`config.mk`:
```
export PLATFORM = sky130hd
export DESIGN_NAME = periodic_oneshot_timer_bank_flat
export DESIGN_NICKNAME = d
export VERILOG_FILES = /design/src/sv/potb_pkg.sv /design/src/sv/potb_if.sv /design/src/sv/potb_fire_stage.sv /design/src/sv/periodic_oneshot_timer_bank.sv /design/src/flat_wrapper.sv
export SDC_FILE = /design/constraint.sdc
export NUM_CORES = 2
export LEC_CHECK = 0
export ABC_AREA = 0
export BUFFER_PORTS_ARGS = -buffer_cell sky130_fd_sc_hd__buf_2
export CORE_ASPECT_RATIO = 0.5
export CORE_MARGIN = 1.5
export CORE_UTILIZATION = 50
export CTS_BUF_LIST = sky130_fd_sc_hd__clkbuf_8 sky130_fd_sc_hd__clkbuf_16
export DETAILED_ROUTE_END_ITERATION = 8
export PLACE_DENSITY = 0.76
export SLEW_MARGIN = 5
export SYNTH_ARGS = -nofsm -noshare
export SYNTH_HDL_FRONTEND = slang
export SYNTH_SLANG_ARGS = --single-unit
```
`constraint.sdc`:
```
create_clock -name clk -period 6.68 [get_ports clk]
set_clock_uncertainty 0.1 [all_clocks]
set_input_delay 1.336 -clock clk [delete_from_list [all_inputs] [get_ports clk]]
set_output_delay 1.336 -clock clk [all_outputs]
set_load 0.01 [all_outputs]
```
`src/sv/potb_pkg.sv`:
```
`default_nettype none

package potb_pkg;

    localparam int TIMERS = 16;
    localparam int SLOT_W = (TIMERS > 1) ? $clog2(TIMERS) : 1;
    localparam int PTR_W  = SLOT_W + 1;

    // field widths of the channel words
    localparam int MODE_W  = 2;
    localparam int ID_W    = 4;
    localparam int TASK_W  = 8;
    localparam int SIG_W   = 8;
    localparam int TICKS_W = 32;

    localparam logic [MODE_W-1:0] MODE_TICK  = 2'd0;
    localparam logic [MODE_W-1:0] MODE_START = 2'd1;
    localparam logic [MODE_W-1:0] MODE_STOP  = 2'd2;

    typedef logic [SLOT_W-1:0] slot_t;
    // top bit set marks the null pointer
    typedef logic [PTR_W-1:0]  ptr_t;
    localparam ptr_t NIL_PTR = ptr_t'(1) << SLOT_W;

    typedef struct packed {
        logic [TICKS_W-1:0] count;
        logic [TICKS_W-1:0] reload;
        logic [TASK_W-1:0]  owner;
        logic [SIG_W-1:0]   sig;
    } rec_t;

    typedef struct packed {
        logic [ID_W-1:0]   slot;
        logic [TASK_W-1:0] owner;
        logic [SIG_W-1:0]  sig;
    } fire_rec_t;

    typedef struct packed {
        logic      fire;
        logic      flush;
        fire_rec_t rec;
    } fire_cmd_t;

    typedef struct packed {
        logic fire_ready;
        logic flush_done;
    } fire_sts_t;

endpackage

`default_nettype wire

```
`src/sv/potb_if.sv`:
```
`default_nettype none

interface potb_in_if import potb_pkg::*; ();
    logic               valid;
    logic               ready;
    logic [MODE_W-1:0]  mode;
    logic [ID_W-1:0]    timer_id;
    logic [TASK_W-1:0]  task_id;
    logic [SIG_W-1:0]   signal_id;
    logic [TICKS_W-1:0] period;
    logic [TICKS_W-1:0] first_delay;

    modport source (output valid, mode, timer_id, task_id, signal_id, period, first_delay,
                    input ready);
    modport sink (input valid, mode, timer_id, task_id, signal_id, period, first_delay,
                  output ready);
endinterface

interface potb_out_if import potb_pkg::*; ();
    logic              valid;
    logic              ready;
    logic [ID_W-1:0]   fired_slot;
    logic [TASK_W-1:0] target_task;
    logic [SIG_W-1:0]  fired_signal;
    logic              last;

    modport source (output valid, fired_slot, target_task, fired_signal, last,
                    input ready);
    modport sink (input valid, fired_slot, target_task, fired_signal, last,
                  output ready);
endinterface

`default_nettype wire

```
`src/sv/potb_fire_stage.sv`:
```
`default_nettype none

module potb_fire_stage import potb_pkg::*; (
    input  wire logic      clk,
    input  wire logic      rst_n,
    input  wire fire_cmd_t ctl,
    output fire_sts_t      sts,
    potb_out_if.source     alarm
);

    logic      out_v_reg;
    logic      out_last_reg;
    fire_rec_t out_rec_reg;
    logic      pend_v_reg;
    fire_rec_t pend_rec_reg;
    logic      out_free;

    assign out_free       = !out_v_reg || alarm.ready;
    assign sts.fire_ready = !pend_v_reg || out_free;
    assign sts.flush_done = !pend_v_reg || out_free;

    // hold one fire back until the walk shows whether it is the last of the tick
    always_ff @(posedge clk or negedge rst_n)
    begin
        if (!rst_n)
        begin
            out_v_reg  <= 1'b0;
            pend_v_reg <= 1'b0;
        end
        else
        begin
            if (ctl.fire && sts.fire_ready)
            begin
                if (pend_v_reg)
                    out_v_reg <= 1'b1;
                else if (alarm.ready)
                    out_v_reg <= 1'b0;
                pend_v_reg <= 1'b1;
            end
            else if (ctl.flush && pend_v_reg && out_free)
            begin
                out_v_reg  <= 1'b1;
                pend_v_reg <= 1'b0;
            end
            else if (alarm.ready)
            begin
                out_v_reg <= 1'b0;
            end
        end
    end

    always_ff @(posedge clk)
    begin
        if (ctl.fire && sts.fire_ready)
        begin
            pend_rec_reg <= ctl.rec;
            if (pend_v_reg)
            begin
                out_rec_reg  <= pend_rec_reg;
                out_last_reg <= 1'b0;
            end
        end
        else if (ctl.flush && pend_v_reg && out_free)
        begin
            out_rec_reg  <= pend_rec_reg;
            out_last_reg <= 1'b1;
        end
    end

    assign alarm.valid        = out_v_reg;
    assign alarm.fired_slot   = out_rec_reg.slot;
    assign alarm.target_task  = out_rec_reg.owner;
    assign alarm.fired_signal = out_rec_reg.sig;
    assign alarm.last         = out_last_reg;

endmodule

`default_nettype wire

```
`src/sv/periodic_oneshot_timer_bank.sv`:
```
// Tick: one slot per cycle unless the fire stage stalls; an empty list returns to idle
//   without a walk. Fire words leave through a hold and output register.
// Start: written while idle, then appended; a listed slot is unlinked first. Stop of a
//   listed slot: unlinked by a walk over the next-pointer memory; other words are dropped.
// Reset: list empty, all slots idle. Slot memories keep no reset and need no
//   clearing pass; entries are read only after a start has written them.
`default_nettype none

module periodic_oneshot_timer_bank import potb_pkg::*; (
    input  wire logic  clk,
    input  wire logic  rst_n,
    potb_in_if.sink    cmd,
    potb_out_if.source alarm
);

    localparam logic [2:0] ST_IDLE   = 3'd0;
    localparam logic [2:0] ST_WALK   = 3'd1;
    localparam logic [2:0] ST_FLUSH  = 3'd2;
    localparam logic [2:0] ST_UNL_S  = 3'd3;
    localparam logic [2:0] ST_UNL_W  = 3'd4;
    localparam logic [2:0] ST_APPEND = 3'd5;

    logic [2:0]        state_reg, state_next;
    ptr_t              head_reg, head_next;
    ptr_t              tail_reg, tail_next;
    slot_t             cur_reg, cur_next;
    slot_t             sel_reg, sel_next;
    ptr_t              snext_reg, snext_next;
    logic              is_start_reg, is_start_next;
    logic [TIMERS-1:0] running_reg, running_next;
    logic [TIMERS-1:0] linked_reg, linked_next;

    rec_t  rec_mem [TIMERS];
    ptr_t  nx_mem [TIMERS];
    rec_t  rec_rd_reg;
    ptr_t  nx_rd_reg;

    logic  rd_en;
    slot_t rd_addr;
    logic  rec_we;
    slot_t rec_wa;
    rec_t  rec_wd;
    logic  nx_we;
    slot_t nx_wa;
    ptr_t  nx_wd;

    fire_cmd_t fire_ctl;
    fire_sts_t fire_sts;

    slot_t cmd_slot;
    logic  cmd_id_ok;
    ptr_t  cur_ptr;
    ptr_t  sel_ptr;
    logic  walk_dec;
    logic  walk_fire;

    assign cmd_slot  = SLOT_W'(cmd.timer_id);
    assign cmd_id_ok = 32'(cmd.timer_id) < TIMERS;
    assign cur_ptr   = {1'b0, cur_reg};
    assign sel_ptr   = {1'b0, sel_reg};
    assign walk_dec  = running_reg[cur_reg] && (rec_rd_reg.count != '0);
    assign walk_fire = running_reg[cur_reg] && (rec_rd_reg.count == TICKS_W'(1));

    assign cmd.ready = (state_reg == ST_IDLE);

    always_ff @(posedge clk)
    begin
        if (rec_we)
            rec_mem[rec_wa] <= rec_wd;
        if (nx_we)
            nx_mem[nx_wa] <= nx_wd;
        if (rd_en)
        begin
            rec_rd_reg <= rec_mem[rd_addr];
            nx_rd_reg  <= nx_mem[rd_addr];
        end
    end

    always_comb
    begin
        state_next    = state_reg;
        head_next     = head_reg;
        tail_next     = tail_reg;
        cur_next      = cur_reg;
        sel_next      = sel_reg;
        snext_next    = snext_reg;
        is_start_next = is_start_reg;
        running_next  = running_reg;
        linked_next   = linked_reg;
        rd_en         = 1'b0;
        rd_addr       = cur_reg;
        rec_we        = 1'b0;
        rec_wa        = cur_reg;
        rec_wd        = rec_rd_reg;
        nx_we         = 1'b0;
        nx_wa         = cur_reg;
        nx_wd         = snext_reg;
        fire_ctl.fire      = 1'b0;
        fire_ctl.flush     = 1'b0;
        fire_ctl.rec.slot  = ID_W'(cur_reg);
        fire_ctl.rec.owner = rec_rd_reg.owner;
        fire_ctl.rec.sig   = rec_rd_reg.sig;

        unique case (state_reg)
            ST_IDLE:
            begin
                if (cmd.valid)
                begin
                    if (cmd.mode == MODE_TICK)
                    begin
                        if (!head_reg[PTR_W-1])
                        begin
                            rd_en      = 1'b1;
                            rd_addr    = head_reg[SLOT_W-1:0];
                            cur_next   = head_reg[SLOT_W-1:0];
                            state_next = ST_WALK;
                        end
                    end
                    else if (cmd.mode == MODE_START && cmd_id_ok && cmd.first_delay != '0)
                    begin
                        rec_we                 = 1'b1;
                        rec_wa                 = cmd_slot;
                        rec_wd.count           = cmd.first_delay;
                        rec_wd.reload          = cmd.period;
                        rec_wd.owner           = cmd.task_id;
                        rec_wd.sig             = cmd.signal_id;
                        running_next[cmd_slot] = 1'b1;
                        sel_next               = cmd_slot;
                        is_start_next          = 1'b1;
                        if (linked_reg[cmd_slot])
                        begin
                            rd_en      = 1'b1;
                            rd_addr    = cmd_slot;
                            state_next = ST_UNL_S;
                        end
                        else
                        begin
                            state_next = ST_APPEND;
                        end
                    end
                    else if (cmd.mode == MODE_STOP && cmd_id_ok && linked_reg[cmd_slot])
                    begin
                        running_next[cmd_slot] = 1'b0;
                        sel_next               = cmd_slot;
                        is_start_next          = 1'b0;
                        rd_en                  = 1'b1;
                        rd_addr                = cmd_slot;
                        state_next             = ST_UNL_S;
                    end
                end
            end

            ST_WALK:
            begin
                fire_ctl.fire = walk_fire;
                if (!walk_fire || fire_sts.fire_ready)
                begin
                    rec_we       = walk_dec;
                    rec_wa       = cur_reg;
                    rec_wd.count = walk_fire ? rec_rd_reg.reload
                                             : rec_rd_reg.count - TICKS_W'(1);
                    // one-shot expiry: go idle but stay listed
                    if (walk_fire && rec_rd_reg.reload == '0)
                        running_next[cur_reg] = 1'b0;
                    if (cur_ptr == tail_reg)
                    begin
                        state_next = ST_FLUSH;
                    end
                    else
                    begin
                        rd_en    = 1'b1;
                        rd_addr  = nx_rd_reg[SLOT_W-1:0];
                        cur_next = nx_rd_reg[SLOT_W-1:0];
                    end
                end
            end

            ST_FLUSH:
            begin
                fire_ctl.flush = 1'b1;
                if (fire_sts.flush_done)
                    state_next = ST_IDLE;
            end

            ST_UNL_S:
            begin
                snext_next = nx_rd_reg;
                if (head_reg == sel_ptr)
                begin
                    if (tail_reg == sel_ptr)
                    begin
                        head_next = NIL_PTR;
                        tail_next = NIL_PTR;
                    end
                    else
                    begin
                        head_next = nx_rd_reg;
                    end
                    linked_next[sel_reg] = 1'b0;
                    state_next           = is_start_reg ? ST_APPEND : ST_IDLE;
                end
                else
                begin
                    rd_en      = 1'b1;
                    rd_addr    = head_reg[SLOT_W-1:0];
                    cur_next   = head_reg[SLOT_W-1:0];
                    state_next = ST_UNL_W;
                end
            end

            ST_UNL_W:
            begin
                if (nx_rd_reg == sel_ptr)
                begin
                    // bridge the predecessor over the removed slot
                    nx_we = 1'b1;
                    nx_wa = cur_reg;
                    nx_wd = snext_reg;
                    if (tail_reg == sel_ptr)
                        tail_next = cur_ptr;
                    linked_next[sel_reg] = 1'b0;
                    state_next           = is_start_reg ? ST_APPEND : ST_IDLE;
                end
                else
                begin
                    rd_en    = 1'b1;
                    rd_addr  = nx_rd_reg[SLOT_W-1:0];
                    cur_next = nx_rd_reg[SLOT_W-1:0];
                end
            end

            ST_APPEND:
            begin
                if (head_reg[PTR_W-1])
                begin
                    head_next = sel_ptr;
                end
                else
                begin
                    nx_we = 1'b1;
                    nx_wa = tail_reg[SLOT_W-1:0];
                    nx_wd = sel_ptr;
                end
                tail_next            = sel_ptr;
                linked_next[sel_reg] = 1'b1;
                state_next           = ST_IDLE;
            end

            default:
            begin
                state_next = ST_IDLE;
            end
        endcase
    end

    always_ff @(posedge clk or negedge rst_n)
    begin
        if (!rst_n)
        begin
            state_reg    <= ST_IDLE;
            head_reg     <= NIL_PTR;
            tail_reg     <= NIL_PTR;
            running_reg  <= '0;
            linked_reg   <= '0;
            is_start_reg <= 1'b0;
        end
        else
        begin
            state_reg    <= state_next;
            head_reg     <= head_next;
            tail_reg     <= tail_next;
            running_reg  <= running_next;
            linked_reg   <= linked_next;
            is_start_reg <= is_start_next;
        end
    end

    always_ff @(posedge clk)
    begin
        cur_reg   <= cur_next;
        sel_reg   <= sel_next;
        snext_reg <= snext_next;
    end

    potb_fire_stage u_fire_stage (
        .clk   (clk),
        .rst_n (rst_n),
        .ctl   (fire_ctl),
        .sts   (fire_sts),
        .alarm (alarm)
    );

    a_head_tail_null: assert property (@(posedge clk) disable iff (!rst_n)
        head_reg[PTR_W-1] == tail_reg[PTR_W-1])
        else $error("list head and tail disagree on an empty list");

    a_tail_linked: assert property (@(posedge clk) disable iff (!rst_n)
        !tail_reg[PTR_W-1] |-> linked_reg[tail_reg[SLOT_W-1:0]])
        else $error("list tail points at an unlinked slot");

    a_walk_linked: assert property (@(posedge clk) disable iff (!rst_n)
        state_reg == ST_WALK |-> linked_reg[cur_reg])
        else $error("tick walk visits an unlinked slot");

endmodule

`default_nettype wire
```
`src/flat_wrapper.sv`:
```
// flat-port wrapper written by rule: the top's interface ports become plain ports
module periodic_oneshot_timer_bank_flat import potb_pkg::*;
  (clk, rst_n, cmd_valid, cmd_mode, cmd_timer_id, cmd_task_id, cmd_signal_id, cmd_period, cmd_first_delay, cmd_ready, alarm_valid, alarm_fired_slot, alarm_target_task, alarm_fired_signal, alarm_last, alarm_ready);
  potb_in_if cmd_i ();
  potb_out_if alarm_i ();
  input  wire logic clk;
  input  wire logic rst_n;
  input wire logic [$bits(cmd_i.valid)-1:0] cmd_valid;
  input wire logic [$bits(cmd_i.mode)-1:0] cmd_mode;
  input wire logic [$bits(cmd_i.timer_id)-1:0] cmd_timer_id;
  input wire logic [$bits(cmd_i.task_id)-1:0] cmd_task_id;
  input wire logic [$bits(cmd_i.signal_id)-1:0] cmd_signal_id;
  input wire logic [$bits(cmd_i.period)-1:0] cmd_period;
  input wire logic [$bits(cmd_i.first_delay)-1:0] cmd_first_delay;
  output wire logic [$bits(cmd_i.ready)-1:0] cmd_ready;
  output wire logic [$bits(alarm_i.valid)-1:0] alarm_valid;
  output wire logic [$bits(alarm_i.fired_slot)-1:0] alarm_fired_slot;
  output wire logic [$bits(alarm_i.target_task)-1:0] alarm_target_task;
  output wire logic [$bits(alarm_i.fired_signal)-1:0] alarm_fired_signal;
  output wire logic [$bits(alarm_i.last)-1:0] alarm_last;
  input wire logic [$bits(alarm_i.ready)-1:0] alarm_ready;
  assign cmd_i.valid = cmd_valid;
  assign cmd_i.mode = cmd_mode;
  assign cmd_i.timer_id = cmd_timer_id;
  assign cmd_i.task_id = cmd_task_id;
  assign cmd_i.signal_id = cmd_signal_id;
  assign cmd_i.period = cmd_period;
  assign cmd_i.first_delay = cmd_first_delay;
  assign cmd_ready = cmd_i.ready;
  assign alarm_valid = alarm_i.valid;
  assign alarm_fired_slot = alarm_i.fired_slot;
  assign alarm_target_task = alarm_i.target_task;
  assign alarm_fired_signal = alarm_i.fired_signal;
  assign alarm_last = alarm_i.last;
  assign alarm_i.ready = alarm_ready;
  periodic_oneshot_timer_bank u_core (.clk(clk), .rst_n(rst_n), .cmd(cmd_i), .alarm(alarm_i));
endmodule
```
==> summary.txt <==
Power
  • Largest voltage drop on the vdd net: 0.702 mV
  • Power per Cell Area: ~520 nW/um2
  • Tot Pwr: ~37000 uW
  • Leak Pwr: 0.0234 uW

Synth
  • Main combinational cell family by area after synthesis: compound AO/OA/AOI/OAI gates
  • Leading register cell type out of synthesis: sky130_fd_sc_hd__edfxtp_1
  • Compound-cell area share of the yosys netlist: 11.0%
  • Synth top area cells: sky130_fd_sc_hd__edfxtp_1, sky130_fd_sc_hd__mux2i_1, sky130_fd_sc_hd__nand2_1, sky130_fd_sc_hd__a21oi_1, sky130_fd_sc_hd__a211oi_1
  • Total number of yosys warnings: 0
  • Synth Instances: 4270
  • Post-synthesis average cell area: between 10 and 15 um2
  • Simple-gate share of the synthesized area: a little under 8%
  • Share of synthesized cell area in full adder, half adder and majority cells: less than 1%
  • Post-synth ARST share: approximately 3.1%
  • Synthesized netlist net count: between 4000 and 5000
  • Sequential fraction of the synthesis area: approximately three quarters
  • XOR/XNOR share of the synthesized area: less than 1%
  • Leading area contributor after synthesis: sky130_fd_sc_hd__edfxtp_1
  • Register bit count reported by yosys: roughly 1500
  • Post-Synthesis Cell Area: roughly 63000 um2
  • Area fraction of the dominant cell type after synthesis: 72.0%
  • Post-synthesis cell type count: a little over 70
  • Number of enable-type register cells in the synthesized netlist: about 1500
  • Mux share of post-synthesis cell area: under 10%

Layout
  • Most frequent cells in the layout: sky130_fd_sc_hd__edfxtp_1, sky130_fd_sc_hd__nand2_1, sky130_fd_sc_hd__a21oi_1
  • Layout cell share with drive strength beyond 1: about an eighth
  • Number of fill cells: 9371
  • Flip-flop count of the largest register after layout: about 1300
  • Most frequent standard cell in the layout excluding fill and tap cells: sky130_fd_sc_hd__edfxtp_1
  • Utilization of the core after routing: between 50% and 60%
  • Area used by sequential logic in the layout: about 46000 um2
  • Non-Filler Cell Area, Final: 69900 um2
  • Synthesis-to-finish area growth: 11.8%
  • Total area of multi-input combinational cells: 15200 um2
  • Final Net Count: between 4000 and 5000

Clock network
  • Htree depth: 4
  • Max clock buf depth: 3
  • Insertion delay to the later sink of the worst-skew pair: just under 0.8 ns
  • Post-CTS setup repair buffer count: 0
  • Number of sinks driven by the clock tree: 1547
  • Total clock buffers created by CTS: roughly 140
  • Post-CTS Hold Fix Bufs: 0
  • Resize count post-CTS: 0
  • CTS tree: built
  • Cell at the root of the clock tree: sky130_fd_sc_hd__clkbuf_16
  • Clk pin slew, worst setup/hold paths: ~0.07 ns

Run
  • Max-cap check violation count: 0

STA
  • Post-route setup TNS: 0 ns
  • Post-route fraction of the period consumed by the critical path: around 81%
  • Shortest clock period the worst path allows after layout: roughly 5.4 ns
  • Max Clk Rate: ~0.19 GHz
  • Final setup fails: 0
  • Final worst-path setup slack: 1.30 ns
  • Transition at the pin with the smallest max-transition slack: ~1.2 ns
  • Pins Over Slew Limit: 0
  • Setup repair after global routing missed its margin: false
  • Slew headroom: between 15 and 20%
  • Final number of hold-violating endpoints: 0

Setup path
  • Critical path's slowest cell: sky130_fd_sc_hd__or4_1
  • Worst path cell trace: or4_1, or2_1, nor4_4, nand4_1, and3_1, a311oi_4, buf_12, buf_12, mux2i_1, a221oi_1, or4_1
  • Worst Setup End Kind: flop
  • Biggest fanout along the worst timing path: 84
  • Critical path data arrival time: approximately 5.8 ns
  • Family of cells with the greatest summed delay on the critical path: simple AND/OR/NAND/NOR gates
  • Sum of buffers and inverters on the critical path: 2
  • Required time of the worst setup path: roughly 7.1 ns
  • Max stage delay on crit path: around 0.6 ns
  • Type of the worst setup path: reg2reg
  • Startpoint type of the worst setup path: flop

Drt
  • Number of vias per cell after detailed routing: 6.59
  • Routed length per instance: between 20 and 30 um
  • Detail Route Antenna Nets: 0
  • First-pass DRT Iterations: 7
  • DR vias: 40360
  • Count of unresolved DRC violations after routing: 0
  • Total wire length: 173000 um
  • DRC marker count from the first detailed-route iteration: ~7000

Floorplanning
  • Die height: 253 um
  • Effective utilization at floorplan: roughly half
  • Floorplan row count: 91
  • Die Outline Area: roughly 130000 um2
  • Total I/O pin count: roughly 110
  • Placeable core region: 124000 um2
  • Horizontal die dimension: 503 um

Placed design
  • Post-placement worst setup slack: 0.870 ns
  • Sum of net half-perimeters after detailed placement: 91900 um
  • Area after detailed placement: 65700 um2
  • Port bufs: 112
  • Routability congestion estimate: 0.896

Status
  • Result of the run: finished clean

GRT
  • Wire length of the first global-routing pass: 250000 um
  • Global Route Usage Sum: a little over a quarter
  • Vias in the first global route: ~38000
  • Initial antenna violation count: 6
  • Gr ovfl total: 0
  • Maximum number of pins on one net before global-route repair: 150

Worst hold path
  • Hold crit path type: reg2reg
## synth_stat cells (5+ instances only)
cell,instances
sky130_fd_sc_hd__a211oi_1,187
sky130_fd_sc_hd__a21oi_1,390
sky130_fd_sc_hd__a221o_1,24
sky130_fd_sc_hd__a221oi_1,85
sky130_fd_sc_hd__a22oi_1,19
sky130_fd_sc_hd__a311oi_1,7
sky130_fd_sc_hd__a31o_2,85
sky130_fd_sc_hd__a31oi_1,26
sky130_fd_sc_hd__a32oi_1,9
sky130_fd_sc_hd__and2_1,5
sky130_fd_sc_hd__and3_1,89
sky130_fd_sc_hd__buf_1,15
sky130_fd_sc_hd__buf_2,55
sky130_fd_sc_hd__buf_6,11
sky130_fd_sc_hd__clkbuf_1,213
sky130_fd_sc_hd__dfrtp_1,46
sky130_fd_sc_hd__edfxtp_1,1499
sky130_fd_sc_hd__inv_1,14
sky130_fd_sc_hd__mux2_2,11
sky130_fd_sc_hd__mux2i_1,258
sky130_fd_sc_hd__mux4_2,8
sky130_fd_sc_hd__nand2_1,628
sky130_fd_sc_hd__nand2b_1,16
sky130_fd_sc_hd__nand3_1,14
sky130_fd_sc_hd__nand4_1,5
sky130_fd_sc_hd__nor2_1,100
sky130_fd_sc_hd__nor2b_1,9
sky130_fd_sc_hd__nor3_1,37
sky130_fd_sc_hd__nor4_1,35
sky130_fd_sc_hd__o21ai_0,82
sky130_fd_sc_hd__o22ai_1,84
sky130_fd_sc_hd__o31ai_1,6
sky130_fd_sc_hd__o41ai_1,7
sky130_fd_sc_hd__or2_2,6
sky130_fd_sc_hd__or4_1,88
sky130_fd_sc_hd__xnor2_1,20
sky130_fd_sc_hd__xor2_1,8
## logic make-up (layout without fill, tap and decap cells)
group / after synthesis / in the layout
xor+xnor: 28 / 28
buf+inv: 313 / 487
simple gates: 1059 / 1059
flops: 1547 / 1547
compound gates: 1044 / 1044
mux: 277 / 277
other cells: 0 / 3
fa+ha+maj: 2 / 2
## stage by stage
| step | instances | hold slack [ns] |
|---|---|---|
| 2_1_floorplan | 4270 | 0.300 |
| 4_1_cts | 6118 | 0.320 |
| 3_3_place_gp | 5877 | 0.301 |
| 5_1_grt | 6120 | 0.325 |
| 6_report | 6121 | 0.320 |
| 3_5_place_dp | 5877 | 0.305 |
## metal layers
layer  vias up  global-route usage [%]  part of all wire (%)
li1      16850                       -                     -
met1     20008                    37.8                    38
met2      3110                    40.5                    45
met3       390                    5.86                    14
met4         2                    9.89                   3.3
met5         -                       0                0.0046
## path summary, 6_finish.rpt
kind / from / end / slack, ns / depth (start not counted)
max: u_core.rec_rd_reg[58] / u_core.rec_rd_reg[40] / 1.30 / 11
min: u_core.u_fire_stage.pend_rec_reg[3] / u_core.u_fire_stage.alarm.fired_signal[3] / 0.32 / 0
max reg2reg: u_core.rec_rd_reg[58] / u_core.rec_rd_reg[40] / 1.30 / 11
min reg2reg: u_core.u_fire_stage.pend_rec_reg[3] / u_core.u_fire_stage.alarm.fired_signal[3] / 0.32 / 0
max in group asynchronous: rst_n / asynchronous set/reset pin / 5.10 / 1
min in group asynchronous: rst_n / asynchronous set/reset pin / 0.69 / 1
## area by class of cell
cell class / count / share of cell area (%)
diodes: 3 / 0.0107
flip-flops and latches: 1547 / 66.1
well taps: 1674 / 3.00
multi-input cells: 2410 / 21.7
inverters: 15 / 0.0806
repair buffers: 231 / 3.05
clock buffers: 138 / 4.94
clock inverters: 103 / 1.05
## power by group
part / leakage [uW] / internal (uW) / switching (uW)
clock network: 0.00212 / 4080 / 3490
logic: 0.00705 / 4800 / 9940
registers: 0.0142 / 13400 / 820
total: 0.0234 / 22300 / 14300
No activity file was read; power rests on OpenSTA's default activity.
